## src/hw/rtl/kbm_ram.sv

```systemverilog
// Generic single-write, single-read RAM with registered read data.
module kbm_ram #(
  parameter int WIDTH = 8,
  parameter int DEPTH = 16,
  localparam int AW = (DEPTH > 1) ? $clog2(DEPTH) : 1
) (
  input  logic             clk,
  input  logic             we,
  input  logic [AW-1:0]    waddr,
  input  logic [WIDTH-1:0] wdata,
  input  logic             re,
  input  logic [AW-1:0]    raddr,
  output logic [WIDTH-1:0] rdata
);

  logic [WIDTH-1:0] mem [DEPTH];

  // read-first: a read of the entry written in the same cycle sees old data
  always_ff @(posedge clk) begin
    if (we) begin
      mem[waddr] <= wdata;
    end
    if (re) begin
      rdata <= mem[raddr];
    end
  end

endmodule

```

## config.mk

```make
export PLATFORM = sky130hd
export DESIGN_NAME = kbm_ram
export DESIGN_NICKNAME = d
export VERILOG_FILES = /design/src/hw/rtl/kbm_ram.sv
export SDC_FILE = /design/constraint.sdc
export NUM_CORES = 1
export LEC_CHECK = 0
export ABC_AREA = 1
export BUFFER_PORTS_ARGS = -buffer_cell sky130_fd_sc_hd__buf_2
export CAP_MARGIN = 10
export CORE_UTILIZATION = 30
export CTS_CLUSTER_SIZE = 16
export DETAILED_ROUTE_END_ITERATION = 8
export PLACE_DENSITY = 0.5
export SYNTH_ARGS = -nofsm -noshare
export SYNTH_HDL_FRONTEND = slang
export SYNTH_SLANG_ARGS = --single-unit
```

## constraint.sdc

```tcl
create_clock -name clk -period 4 [get_ports clk]
set_clock_uncertainty 0.2 [all_clocks]
set_input_delay 0.8 -clock clk [delete_from_list [all_inputs] [get_ports clk]]
set_output_delay 0.8 -clock clk [all_outputs]
set_load 0.01 [all_outputs]
```

==> flow_metrics.py <==
metrics = {
    "clocking": {
        "clock-root-buffer": "clkbuf_16",
        "path_clk_slew_ns": 0.06,
        "clock_path_buffers": 2,
        "cts_max_level": 4,
        "postCtsResizedCells": 0,
        "cts_hold_buf": 0,
        "cts_tree": "yes",
        "post_cts_buffers": 0,
        "clock_latency_ns": 0.42,
        "numCtsBuffers": 17,
        "cts_num_sinks": 136,
    },
    "timing": {
        "setup_tns_ns": 0,
        "rsz0062_at_grt": "no",
        "fin_crit_sh_pct": 55.1,
        "tightest_slew_ns": 0.842,
        "layout_min_cycle_time_ns": 2.21,
        "hold_violations": 0,
        "fmax_mhz": 453,
        "maxSlewViolCount": 0,
        "setup_viol": 0,
        "holdWs_ns": 0.550,
        "relSlewSlack_pct": 43.7,
    },
    "pwr": {
        "p_leak_nw": 2.82,
        "p_sw_mw": 0.703,
        "sw_frac_of_total_pct": 21.2,
        "comb_power_share_pct": 5.7,
        "p_int_mw": 2.62,
        "powerDensity_mw_per_mm2": 493,
        "peakVddDrop_mv": 0.314,
        "seq_power_share_pct": 48.6,
        "p_clk_share_pct": 45.7,
    },
    "placed_design": {
        "port_buffers": 26,
        "place_area_mm2": 0.00617,
        "dp_hpwl_um": 8550,
        "gp_congestion": 0.834,
    },
    "route": {
        "highest_layer": "met5",
        "wl_met1_um": 6100,
        "avgRoutedWirePerCell_um": 16.0,
        "via_per_inst": 4.36,
        "vias": 3692,
        "drt-pass1-iter-count": 4,
        "wl_um": 13500,
        "met3_length_um": 609,
        "dr.first_iter.drc_count": 335,
        "detail-route-antenna-nets": 0,
        "wl_met2_um": 6620,
        "drc": 0,
    },
    "floorplan": {
        "num_rows": 50,
        "core_area_mm2": 0.0189,
        "die_height_um": 142,
        "die_x_um": 142,
        "die_area_mm2": 0.0201,
        "start_util_pct": 30.9,
        "ioPinCount": 27,
    },
    "cells_and_area": {
        "layout-drive-gt1-share_pct": 9.54,
        "syn_to_final_growth_pct": 15.3,
        "fin_area_mm2": 0.00674,
        "nNetsFinal": 594,
        "fillerInstances": 1901,
        "antennaDiodeCount": 0,
    },
    "critical_path": {
        "reg2reg_slack_ns": 2.58,
        "critPathArrivalTime_ns": 2.18,
        "crit_path_end_kind": "flop",
        "critPathMaxFanout": 33,
        "r2r-start": "mem[1][2]$_DFFE_PP_",
        "crit_start": "raddr[1]",
        "worstSetupPathType": "in2reg",
        "r2r_end": "rdata[2]$_DFFE_PP_",
        "crit_required_ns": 3.97,
        "r2r_cells": 6,
        "start_kind": "input port",
    },
    "synthesis": {
        "ys_seq_area_share_pct": 69.8,
        "synth_seq_cells": 136,
        "synth_top_area_cell": "edfxtp_1",
        "ys_types": 11,
        "syn_area_mm2": 0.00585,
        "syn_nets": 570,
        "synthCells": 551,
        "synth_top_area_share_pct": 69.8,
        "ys_warn_count": 0,
        "synth_area_leaders": "edfxtp_1 70%, nand2_1 11%, nand3_1 8.3%",
        "avgSynthCellArea_um2": 10.6,
    },
    "worst_hold_path": {
        "hold-path-endpoint": "rdata[7]$_DFFE_PP_",
        "min_from": "mem[11][7]$_DFFE_PP_",
        "hold_class": "reg2reg",
        "holdPathStages": 6,
    },
    "grt": {
        "grt.total_usage_pct": 14.6,
        "grt_max_degree": 65,
        "grt_pass1_wl_um": 21000,
        "grt_antenna_before_repair": 1,
        "overflow": 0,
        "grt_pass1_vias": 3727,
    },
    "run": {
        "drv_cap": 0,
    },
    "outcome": {
        "status": "finished clean",
    },
}
-- routing by layer --
metal	vias to the layer above	GRT usage, %
met2	65	23.9
li1	1829	-
met3	17	3.68
met5	-	0
met1	1779	18.6
met4	2	5.32
-- worst max path at each step --
stage | depth (start not counted) | end | slack [ns]
after detailed placement | 7 | rdata[7]$_DFFE_PP_ | 1.38
after global placement | 7 | rdata[2]$_DFFE_PP_ | 1.37
after CTS | 7 | rdata[7]$_DFFE_PP_ | 1.84
after floorplan | 2 | mem[10][0]$_DFFE_PP_ | 2.05
final | 7 | rdata[2]$_DFFE_PP_ | 1.79
after global routing | 7 | rdata[2]$_DFFE_PP_ | 1.71
-- cell usage after synthesis --
library cell and instances:
buf_1 1, edfxtp_1 136, nand3_1 97, nor2_1 17, buf_4 4, inv_1 100, inv_2 2, nand3b_1 2
buf_2 13, nand2_1 173, buf_6 6
-- logic make-up (layout without fill, tap and decap cells) --
kind of cell / after synthesis / count (layout) / synth area share, %
buffers and inverters: 126 / 162 / 9.39
flip-flops: 136 / 136 / 69.8
AND/OR/NAND/NOR: 289 / 289 / 20.8
-- final cells by class --
| class | instances | area [um^2] | share of cell area (%) |
|---|---|---|---|
| clock buffer | 20 | 437 | 6.48 |
| clock inverter | 11 | 131 | 1.95 |
| inverter | 102 | 383 | 5.68 |
| multi-input combinational | 289 | 1210 | 18.0 |
| sequential | 136 | 4080 | 60.6 |
| tap | 260 | 325 | 4.83 |
| timing repair buffer | 29 | 165 | 2.45 |
-- cells in the final DEF, fill, tap and decap left out --
cell type   count
clkinv_1        3
inv_1         100
clkinvlp_4      2
bufinv_16       3
clkbuf_1        3
buf_12          1
buf_4           2
clkbuf_16      17
nand2_1       173
nor2_1         17
inv_2           2
clkinv_2        3
buf_2          26
edfxtp_1      136
nand3_1        97
nand3b_1        2
-- worst max-delay path, cell delays in order --
cell and delay (ns):
buf_2 0.08, buf_4 0.33, inv_2 0.35, nand3_1 0.20, nand3_1 0.10, nand3_1 0.21, nand2_1 0.08
-- through the flow --
step | worst slack (ns) | utilization, % | total power [mW] | instances
2_1_floorplan | 2.05 | - | 1.76 | 551
3_3_place_gp | 1.37 | 32.7 | 1.84 | 816
3_5_place_dp | 1.38 | 32.7 | 1.84 | 816
4_1_cts | 1.84 | 35.7 | 3.35 | 847
5_1_grt | 1.71 | 35.7 | 3.43 | 847
6_report | 1.79 | 35.7 | 3.32 | 847
-- state kept, by name (all words and copies together), names as in the netlist --
name and cells:
mem 128, rdata 8
-- power by group through the flow --
stage | Combinational, mW | Clock, mW | Sequential, mW
2_1_floorplan | 0.113 | 0 | 1.65
3_3_place_gp | 0.191 | 0 | 1.64
3_5_place_dp | 0.191 | 0 | 1.65
4_1_cts | 0.192 | 1.54 | 1.62
5_1_grt | 0.212 | 1.59 | 1.62
6_report | 0.188 | 1.52 | 1.62
(Power assumes the default switching activity.)
